$ cat config.mk
export PLATFORM = sky130hd
export DESIGN_NAME = motor_feedback_unwrap_power_unit
export DESIGN_NICKNAME = d
export VERILOG_FILES = /design/src/rtl/mfup_pkg.sv /design/src/rtl/motor_feedback_unwrap_power_unit.sv
export SDC_FILE = /design/constraint.sdc
export NUM_CORES = 2
export LEC_CHECK = 0
export ABC_AREA = 1
export BUFFER_PORTS_ARGS = -buffer_cell sky130_fd_sc_hd__buf_2
export CORE_UTILIZATION = 55
export CTS_CLUSTER_DIAMETER = 60
export DETAILED_ROUTE_END_ITERATION = 8
export GPL_TIMING_DRIVEN = 0
export PLACE_DENSITY = 0.72
export SYNTH_ARGS = -nofsm -noshare
export SYNTH_HDL_FRONTEND = slang
export SYNTH_SLANG_ARGS = --single-unit
$ cat constraint.sdc
create_clock -name clk -period 11.52 [get_ports clk]
set_input_delay 0.576 -clock clk [delete_from_list [all_inputs] [get_ports clk]]
set_output_delay 0.576 -clock clk [all_outputs]
set_load 0.01 [all_outputs]
$ cat src/rtl/mfup_pkg.sv
// Shared types, constants and helpers of the motor feedback unwrap and power unit.
`timescale 1ns / 1ps

package mfup_pkg;

	localparam int unsigned DEF_ENCODER_BITS = 13;
	localparam int unsigned NUM_CFG_REGS     = 8;
	localparam int unsigned CFG_IDX_W        = $clog2(NUM_CFG_REGS);

	typedef enum logic [CFG_IDX_W-1:0] {
		REG_POSITION_OFFSET = 3'd0,
		REG_ANGLE_GAIN      = 3'd1,
		REG_SPEED_GAIN      = 3'd2,
		REG_TORQUE_GAIN     = 3'd3,
		REG_COEF_CROSS      = 3'd4,
		REG_COEF_SPEED_SQ   = 3'd5,
		REG_COEF_CURRENT_SQ = 3'd6,
		REG_POWER_BIAS      = 3'd7
	} cfg_reg_t;

	typedef enum logic [1:0] {
		ST_IDLE,
		ST_UNWRAP,
		ST_MAC,
		ST_DONE
	} state_t;

	// Order of work on the shared multiplier
	typedef enum logic [3:0] {
		MS_RPM_CUR    = 4'd0,
		MS_CROSS      = 4'd1,
		MS_RPM_SQ     = 4'd2,
		MS_SPEED_SQ   = 4'd3,
		MS_CUR_SQ     = 4'd4,
		MS_CURRENT_SQ = 4'd5,
		MS_ANGLE      = 4'd6,
		MS_SPEED      = 4'd7,
		MS_TORQUE     = 4'd8,
		MS_LAST       = 4'd9
	} mac_step_t;

	localparam logic [15:0] KELVIN_OFFSET_CK = 16'd27315;
	localparam logic [15:0] CENTI_SCALE      = 16'd100;
	localparam logic signed [63:0] Q16_ROUND = 64'sd32768;

	// Round a Q32 value to Q16.16 (ties upward) and saturate to 32 bits
	function automatic logic signed [31:0] q32_to_q16(input logic signed [63:0] v);
		logic signed [63:0] r;
		logic signed [31:0] res;
		r = v + Q16_ROUND;
		if ((r[63:47] == '0) || (r[63:47] == '1)) begin
			res = signed'(r[47:16]);
		end else if (r[63]) begin
			res = 32'sh8000_0000;
		end else begin
			res = 32'sh7FFF_FFFF;
		end
		return res;
	endfunction

endpackage

$ cat src/rtl/motor_feedback_unwrap_power_unit.sv
// Top level: multi-turn unwrap, scaled readings and power estimate of one motor.
`timescale 1ns / 1ps

// Usage
//   Input channel (in_valid/in_ready) carries one request: a feedback frame
//   (command 0) or an alive tick (command 1). Output channel (out_valid/out_ready)
//   returns exactly one result per request. The configuration channel
//   (cfg_valid/cfg_ready, cfg_index, cfg_data) is always ready; write it only
//   while the unit is idle.
// Sequence
//   A frame passes the unwrap state, which updates the turn count, then the
//   single shared 32x32 signed multiplier steps (three power products, three
//   weighted power terms, angle, speed and torque, then the last rounding), then
//   the done state, which hands the result to the output register. The next
//   request is accepted once the unit is back in idle, so a new request is not
//   taken before the last result is handed over. A tick goes straight to done.
// Reset
//   Clears the configuration registers, the turn count, the last position and
//   the alive status (offline), and empties the output register.
// Stall
//   A finished result waits in the output register; the next request is
//   accepted and worked on meanwhile, and only its hand-over waits.
module motor_feedback_unwrap_power_unit
	import mfup_pkg::*;
#(
	parameter int unsigned ENCODER_BITS = DEF_ENCODER_BITS
) (
	input  logic                      clk,
	input  logic                      arst_n,

	input  logic                      cfg_valid,
	output logic                      cfg_ready,
	input  logic [CFG_IDX_W-1:0]      cfg_index,
	input  logic [31:0]               cfg_data,

	input  logic                      in_valid,
	output logic                      in_ready,
	input  logic                      command,
	input  logic [ENCODER_BITS-1:0]   encoder_position,
	input  logic signed [15:0]        speed_rpm,
	input  logic signed [15:0]        current_raw,
	input  logic [7:0]                temperature_c,

	output logic                      out_valid,
	input  logic                      out_ready,
	output logic                      from_frame,
	output logic                      online,
	output logic signed [31:0]        total_count,
	output logic signed [31:0]        angle_rad,
	output logic signed [31:0]        speed_rad_s,
	output logic signed [31:0]        torque_nm,
	output logic signed [31:0]        power_w,
	output logic [15:0]               temperature_centikelvin
);

	localparam int unsigned COUNT_W = 16 + ENCODER_BITS;
	localparam logic signed [ENCODER_BITS:0] HALF_TURN =
		(ENCODER_BITS+1)'(1) << (ENCODER_BITS - 1);

	// Configuration registers
	logic signed [31:0] position_offset_q, angle_gain_q, speed_gain_q, torque_gain_q;
	logic signed [31:0] coef_cross_q, coef_speed_sq_q, coef_current_sq_q, power_bias_q;

	// Unwrap state
	logic [ENCODER_BITS-1:0] last_position_q;
	logic signed [15:0]      turn_count_q;
	logic                    frame_seen_q;
	logic                    alive_q;

	// Request held while it is worked on
	logic [ENCODER_BITS-1:0] pos_q;
	logic signed [15:0]      rpm_q;
	logic signed [15:0]      cur_q;
	logic [7:0]              temp_q;
	logic                    res_frame_q;
	logic                    res_online_q;

	// Sequencer and datapath
	state_t             state_q, state_d;
	mac_step_t          step_q;
	logic signed [31:0] mul_a, mul_b;
	logic signed [63:0] mul_p;
	logic signed [63:0] prod_q;
	logic signed [63:0] acc_q;
	logic               acc_en;
	logic signed [31:0] total_q, angle_q, speed_q, torque_q, power_q;
	logic               in_fire, load_out;

	// Unwrap and sum logic
	logic signed [ENCODER_BITS:0] pos_delta;
	logic signed [COUNT_W-1:0]    turn_pos;
	logic signed [33:0]           total_sum;
	logic signed [31:0]           total_sat;

	assign cfg_ready = 1'b1;
	assign in_fire   = in_valid && in_ready;

	always_ff @(posedge clk or negedge arst_n) begin
		if (!arst_n) begin
			position_offset_q <= '0;
			angle_gain_q      <= '0;
			speed_gain_q      <= '0;
			torque_gain_q     <= '0;
			coef_cross_q      <= '0;
			coef_speed_sq_q   <= '0;
			coef_current_sq_q <= '0;
			power_bias_q      <= '0;
		end else if (cfg_valid) begin
			case (cfg_reg_t'(cfg_index))
				REG_POSITION_OFFSET: position_offset_q <= signed'(cfg_data);
				REG_ANGLE_GAIN:      angle_gain_q      <= signed'(cfg_data);
				REG_SPEED_GAIN:      speed_gain_q      <= signed'(cfg_data);
				REG_TORQUE_GAIN:     torque_gain_q     <= signed'(cfg_data);
				REG_COEF_CROSS:      coef_cross_q      <= signed'(cfg_data);
				REG_COEF_SPEED_SQ:   coef_speed_sq_q   <= signed'(cfg_data);
				REG_COEF_CURRENT_SQ: coef_current_sq_q <= signed'(cfg_data);
				REG_POWER_BIAS:      power_bias_q      <= signed'(cfg_data);
				default: ;
			endcase
		end
	end

	// Next state
	always_comb begin
		state_d = state_q;
		case (state_q)
			ST_IDLE: begin
				if (in_fire) begin
					state_d = command ? ST_DONE : ST_UNWRAP;
				end
			end
			ST_UNWRAP: state_d = ST_MAC;
			ST_MAC: begin
				if (step_q == MS_LAST) begin
					state_d = ST_DONE;
				end
			end
			ST_DONE: begin
				if (!out_valid || out_ready) begin
					state_d = ST_IDLE;
				end
			end
			default: state_d = ST_IDLE;
		endcase
	end

	// Sequencer outputs: handshake, multiplier operands, accumulate enable
	always_comb begin
		in_ready = 1'b0;
		load_out = 1'b0;
		acc_en   = 1'b0;
		mul_a    = 32'(rpm_q);
		mul_b    = 32'(cur_q);
		case (state_q)
			ST_IDLE:   in_ready = 1'b1;
			ST_UNWRAP: ;
			ST_MAC: begin
				case (step_q)
					MS_RPM_CUR: begin
						mul_a = 32'(rpm_q);
						mul_b = 32'(cur_q);
					end
					MS_CROSS: begin
						mul_a = coef_cross_q;
						mul_b = signed'(prod_q[31:0]);
					end
					MS_RPM_SQ: begin
						mul_a  = 32'(rpm_q);
						mul_b  = 32'(rpm_q);
						acc_en = 1'b1;
					end
					MS_SPEED_SQ: begin
						mul_a = coef_speed_sq_q;
						mul_b = signed'(prod_q[31:0]);
					end
					MS_CUR_SQ: begin
						mul_a  = 32'(cur_q);
						mul_b  = 32'(cur_q);
						acc_en = 1'b1;
					end
					MS_CURRENT_SQ: begin
						mul_a = coef_current_sq_q;
						mul_b = signed'(prod_q[31:0]);
					end
					MS_ANGLE: begin
						mul_a  = total_q;
						mul_b  = angle_gain_q;
						acc_en = 1'b1;
					end
					MS_SPEED: begin
						mul_a = 32'(rpm_q);
						mul_b = speed_gain_q;
					end
					MS_TORQUE: begin
						mul_a = 32'(cur_q);
						mul_b = torque_gain_q;
					end
					MS_LAST: ;
					default: ;
				endcase
			end
			ST_DONE:   load_out = !out_valid || out_ready;
			default: ;
		endcase
	end

	assign mul_p = mul_a * mul_b;

	// Wrap detection on the exact difference of positions
	assign pos_delta = signed'({1'b0, pos_q}) - signed'({1'b0, last_position_q});

	// Multi-turn count plus offset, saturated to 32 bits
	assign turn_pos  = signed'({turn_count_q, last_position_q});
	assign total_sum = 34'(turn_pos) + 34'(position_offset_q);
	always_comb begin
		if ((total_sum[33:31] == 3'b000) || (total_sum[33:31] == 3'b111)) begin
			total_sat = signed'(total_sum[31:0]);
		end else if (total_sum[33]) begin
			total_sat = 32'sh8000_0000;
		end else begin
			total_sat = 32'sh7FFF_FFFF;
		end
	end

	// Control state
	always_ff @(posedge clk or negedge arst_n) begin
		if (!arst_n) begin
			state_q         <= ST_IDLE;
			step_q          <= MS_RPM_CUR;
			last_position_q <= '0;
			turn_count_q    <= '0;
			frame_seen_q    <= 1'b0;
			alive_q         <= 1'b0;
			out_valid       <= 1'b0;
		end else begin
			state_q <= state_d;

			// Advance through the multiplier steps; restart for the next frame
			if (state_q == ST_MAC && step_q != MS_LAST) begin
				step_q <= mac_step_t'(4'(step_q + 4'd1));
			end else if (state_q != ST_MAC) begin
				step_q <= MS_RPM_CUR;
			end

			if (in_fire) begin
				if (command) begin
					alive_q      <= frame_seen_q;
					frame_seen_q <= 1'b0;
				end else begin
					frame_seen_q <= 1'b1;
				end
			end

			// Step the round counter on a wrap, hold at the 16-bit limits
			if (state_q == ST_UNWRAP) begin
				if (pos_delta < -HALF_TURN) begin
					if (turn_count_q != 16'sh7FFF) begin
						turn_count_q <= turn_count_q + 16'sd1;
					end
				end else if (pos_delta > HALF_TURN) begin
					if (turn_count_q != 16'sh8000) begin
						turn_count_q <= turn_count_q - 16'sd1;
					end
				end
				last_position_q <= pos_q;
			end

			if (load_out) begin
				out_valid <= 1'b1;
			end else if (out_ready) begin
				out_valid <= 1'b0;
			end
		end
	end

	// Datapath registers
	always_ff @(posedge clk) begin
		if (in_fire) begin
			pos_q        <= encoder_position;
			rpm_q        <= speed_rpm;
			cur_q        <= current_raw;
			temp_q       <= temperature_c;
			res_frame_q  <= !command;
			res_online_q <= command ? frame_seen_q : alive_q;
		end

		if (state_q == ST_UNWRAP) begin
			acc_q <= 64'(power_bias_q) <<< 16;
		end else if (acc_en) begin
			acc_q <= acc_q + prod_q;
		end

		if (state_q == ST_MAC) begin
			prod_q <= mul_p;
			case (step_q)
				MS_RPM_CUR: total_q  <= total_sat;
				MS_SPEED: begin
					power_q <= q32_to_q16(acc_q);
					angle_q <= q32_to_q16(prod_q);
				end
				MS_TORQUE:  speed_q  <= q32_to_q16(prod_q);
				MS_LAST:    torque_q <= q32_to_q16(prod_q);
				default: ;
			endcase
		end

		// Hand over to the output register; a tick reports zeros
		if (load_out) begin
			from_frame <= res_frame_q;
			online     <= res_online_q;
			if (res_frame_q) begin
				total_count             <= total_q;
				angle_rad               <= angle_q;
				speed_rad_s             <= speed_q;
				torque_nm               <= torque_q;
				power_w                 <= power_q;
				temperature_centikelvin <= 16'(temp_q) * CENTI_SCALE + KELVIN_OFFSET_CK;
			end else begin
				total_count             <= '0;
				angle_rad               <= '0;
				speed_rad_s             <= '0;
				torque_nm               <= '0;
				power_w                 <= '0;
				temperature_centikelvin <= '0;
			end
		end
	end

endmodule
==> flow_summary.json <==
{
  "viasPerCell": 5.84,
  "clk_pin_slew_ns": 0.06,
  "fp.dieArea_sq_um": 146000,
  "top_layer": "met5",
  "cp_max_fo": 10,
  "synthDistinctLibCells": 59,
  "core_sq_um": 143000,
  "synth_cells": 9251,
  "post_dp_cell_area_sq_um": 83500,
  "grt_pass1_wl_um": 451000,
  "syn_to_final_growth_pct": 9.76,
  "critPathMaxStageDelay_ns": 0.93,
  "slew_headroom_pct": -1.16,
  "synth.avg_cell_area_sq_um": 8.58,
  "grt_max_degree": 113,
  "skew_ns": 0.0858,
  "synth-async-reset-ratio_pct": 36.1,
  "required_ns": 11.99,
  "drt_wl_total_um": 313000,
  "slew_violations": 11,
  "drv_cap": 1,
  "critical_path.top_delay_family": "adder cells",
  "track_usage_pct": 43.0,
  "dr_wl_met2_um": 134000,
  "slowest_stage": "a21oi_2",
  "remaining_drc_errors": 0,
  "finalInstanceArea_sq_um": 87100,
  "synthesis.nets": 10800,
  "rr_startpoint": "step_q[0]",
  "root_buffer": "clkbuf_16",
  "htreeDepth": 3,
  "violations": "capacitance limit, slew limit",
  "wl_per_cell_um": 26.9,
  "hold_viol": 0,
  "yosys.area.top_type_share_pct": 27.5,
  "crit_type": "flop to flop",
  "die_height_um": 382,
  "dr.pass1.iters": 7,
  "die_x_um": 382,
  "min_path_type": "input port to flop",
  "wl_met1_um": 116000,
  "ys_warn_count": 0,
  "nFillCells": 12600,
  "fmax_mhz": 86.9,
  "layout.nets": 11200,
  "clk_latency_ns": 0.75,
  "worstReg2RegEnd": "prod_q[53]",
  "antenna_left": 0,
  "rows": 139,
  "period_needed_ns": 11.50,
  "drt_iter0_drc": 7545,
  "first_global_vias": 68800,
  "antenna_found_initial": 24,
  "pin_count": 275,
  "wl_met3_um": 39400,
  "synth_top_cell_by_area": "fa_1",
  "rsz0062_at_grt": "false",
  "drive_above_1_share_pct": 7.46,
  "ys_seq_elements": 814,
  "crit_end": "prod_q[53]",
  "setup_viol": 0,
  "setup_slack_ns": 0.0181,
  "reg2regPathDepth": 30,
  "rrSetupSlack_ns": 0.02,
  "cts_sinks": 814,
  "start_util_pct": 55.3,
  "vias": 68100,
  "cts-buffers-inserted": 92,
  "placed_cells": 11400,
  "synth_edf_count": 504,
  "crit_cells": 30,
  "overflow": 0,
  "worstSetupEndpointType": "flop",
  "cts_tree": "done",
  "fin_crit_sh_pct": 99.8,
  "cpMostUsedCell": "fa_1",
  "syn-cell-area_sq_um": 79400,
  "ys.flop_type": "edfxtp_1",
  "gp_congestion": 1.09,
  "startpoint": "step_q[0]",
  "port_buffers": 273,
  "cts_buffer_depth": 3,
  "cp.buffers_inverters": 6,
  "cp-start-kind": "flop",
  "post-place-ws_ns": -0.272,
  "tightest_slew_ns": 1.51,
  "finalNonFillerCells": 11700,
  "cp.arrival_ns": 11.97,
  "synth_area_leaders": "fa_1 27%, edfxtp_1 19%, nand2_1 11%",
  "dp_hpwl_um": 257000,
  "outcome": "finished with violations",
  "yosysSeqAreaShare_pct": 28.7
}
-- cell families (layout without fill, tap and decap cells) --
| logic type | Yosys count | after routing | share of synthesized area (%) |
|---|---|---|---|
| simple gates | 3687 | 3687 | 18.4 |
| fa+ha+maj | 1434 | 1434 | 32.9 |
| compound gates | 1024 | 1024 | 7.43 |
| mux | 1 | 1 | 0.0126 |
| flops | 814 | 814 | 28.7 |
| xor+xnor | 208 | 208 | 2.29 |
| buf+inv | 2082 | 2585 | 10.2 |
| other cells | 1 | 6 | 0.00472 |
-- registers in the layout (all words and copies together) (netlist names), 32 cells and up --
signal,cells
acc_q,64
prod_q,64
angle_gain_q,32
angle_q,32
angle_rad,32
coef_cross_q,32
coef_current_sq_q,32
coef_speed_sq_q,32
position_offset_q,32
power_bias_q,32
power_q,32
power_w,32
speed_gain_q,32
speed_q,32
speed_rad_s,32
torque_gain_q,32
torque_nm,32
torque_q,32
total_count,32
total_q,32
-- cell usage after synthesis, types with 20 or more instances --
master and instances:
nand2_1 2288, inv_1 1737, fa_1 1089, nor2_1 965, edfxtp_1 504, o21ai_0 487, ha_1 345, dfrtp_1 294
a21oi_1 286, nand3_1 248, buf_2 148, xor2_1 131, clkbuf_1 115, nand4_1 91, xnor2_1 77, nor3_1 50
inv_2 43, a22oi_1 31, a31oi_1 27, o21bai_1 27, buf_4 24, a221oi_1 22, a21o_1 21, a211oi_1 20
-- worst min-delay path by stage --
stage	startpoint	to	slack [ns]	depth (start not counted)
finish	current_raw[5]	cur_q[5]	0.03	1
floorplan	arst_n	alive_q	0.28	0
global placement	res_online_q	online	0.41	0
global route	current_raw[5]	cur_q[5]	0.02	1
CTS	current_raw[5]	cur_q[5]	0.0007	1
detailed placement	res_online_q	online	0.41	0
-- what timing repair did --
item                       in CTS  in global routing
setup endpoints to repair       4                 10
gates resized for setup         1                  8
hold buffers                   46                  0
buffers inserted                0                  1
hold endpoints to repair      155                  0
-- placed cells by master (no fill, tap or decap), drive strengths merged, types with 46 or more instances in the layout --
cell,instances
nand2,2291
inv,1800
fa,1089
nor2,972
o21ai,508
edfxtp,504
buf,468
ha,345
a21oi,308
dfrtp,294
nand3,248
clkbuf,231
xor2,131
nand4,91
xnor2,77
nor3,51
dlygate4sd3,46
-- layer usage --
layer  up-vias  track usage [%]
li1      29400                -
met1     33300             54.6
met2      4429             64.3
met3       968             13.6
met4        18             25.9
met5         -            0.926
-- layout make-up --
cell class / count / area [sq um] / share of cell area (%)
buffer: 297 / 1430 / 1.64
clock buffer: 114 / 2460 / 2.82
timing repair buffer: 334 / 2130 / 2.45
tap: 1903 / 2380 / 2.73
inverter: 1785 / 6710 / 7.69
clock inverter: 55 / 657 / 0.754
sequential: 814 / 22800 / 26.2
multi-input combinational: 6355 / 48600 / 55.7
antenna: 5 / 12.5 / 0.0144
-- through the flow --
step | hold WS (ns) | TNS (ns) | util, %
2_1_floorplan | 0.280 | 0 | -
3_3_place_gp | 0.408 | -223.55 | 57.9
3_5_place_dp | 0.405 | -0.403 | 58.2
4_1_cts | 0.000727 | 0 | 60.7
5_1_grt | 0.0206 | 0 | 60.7
6_report | 0.0331 | 0 | 60.7
Power is left out: the tool's default activity adds up to more than one toggle a clock period on the data nets, which glitch-free logic cannot reach.
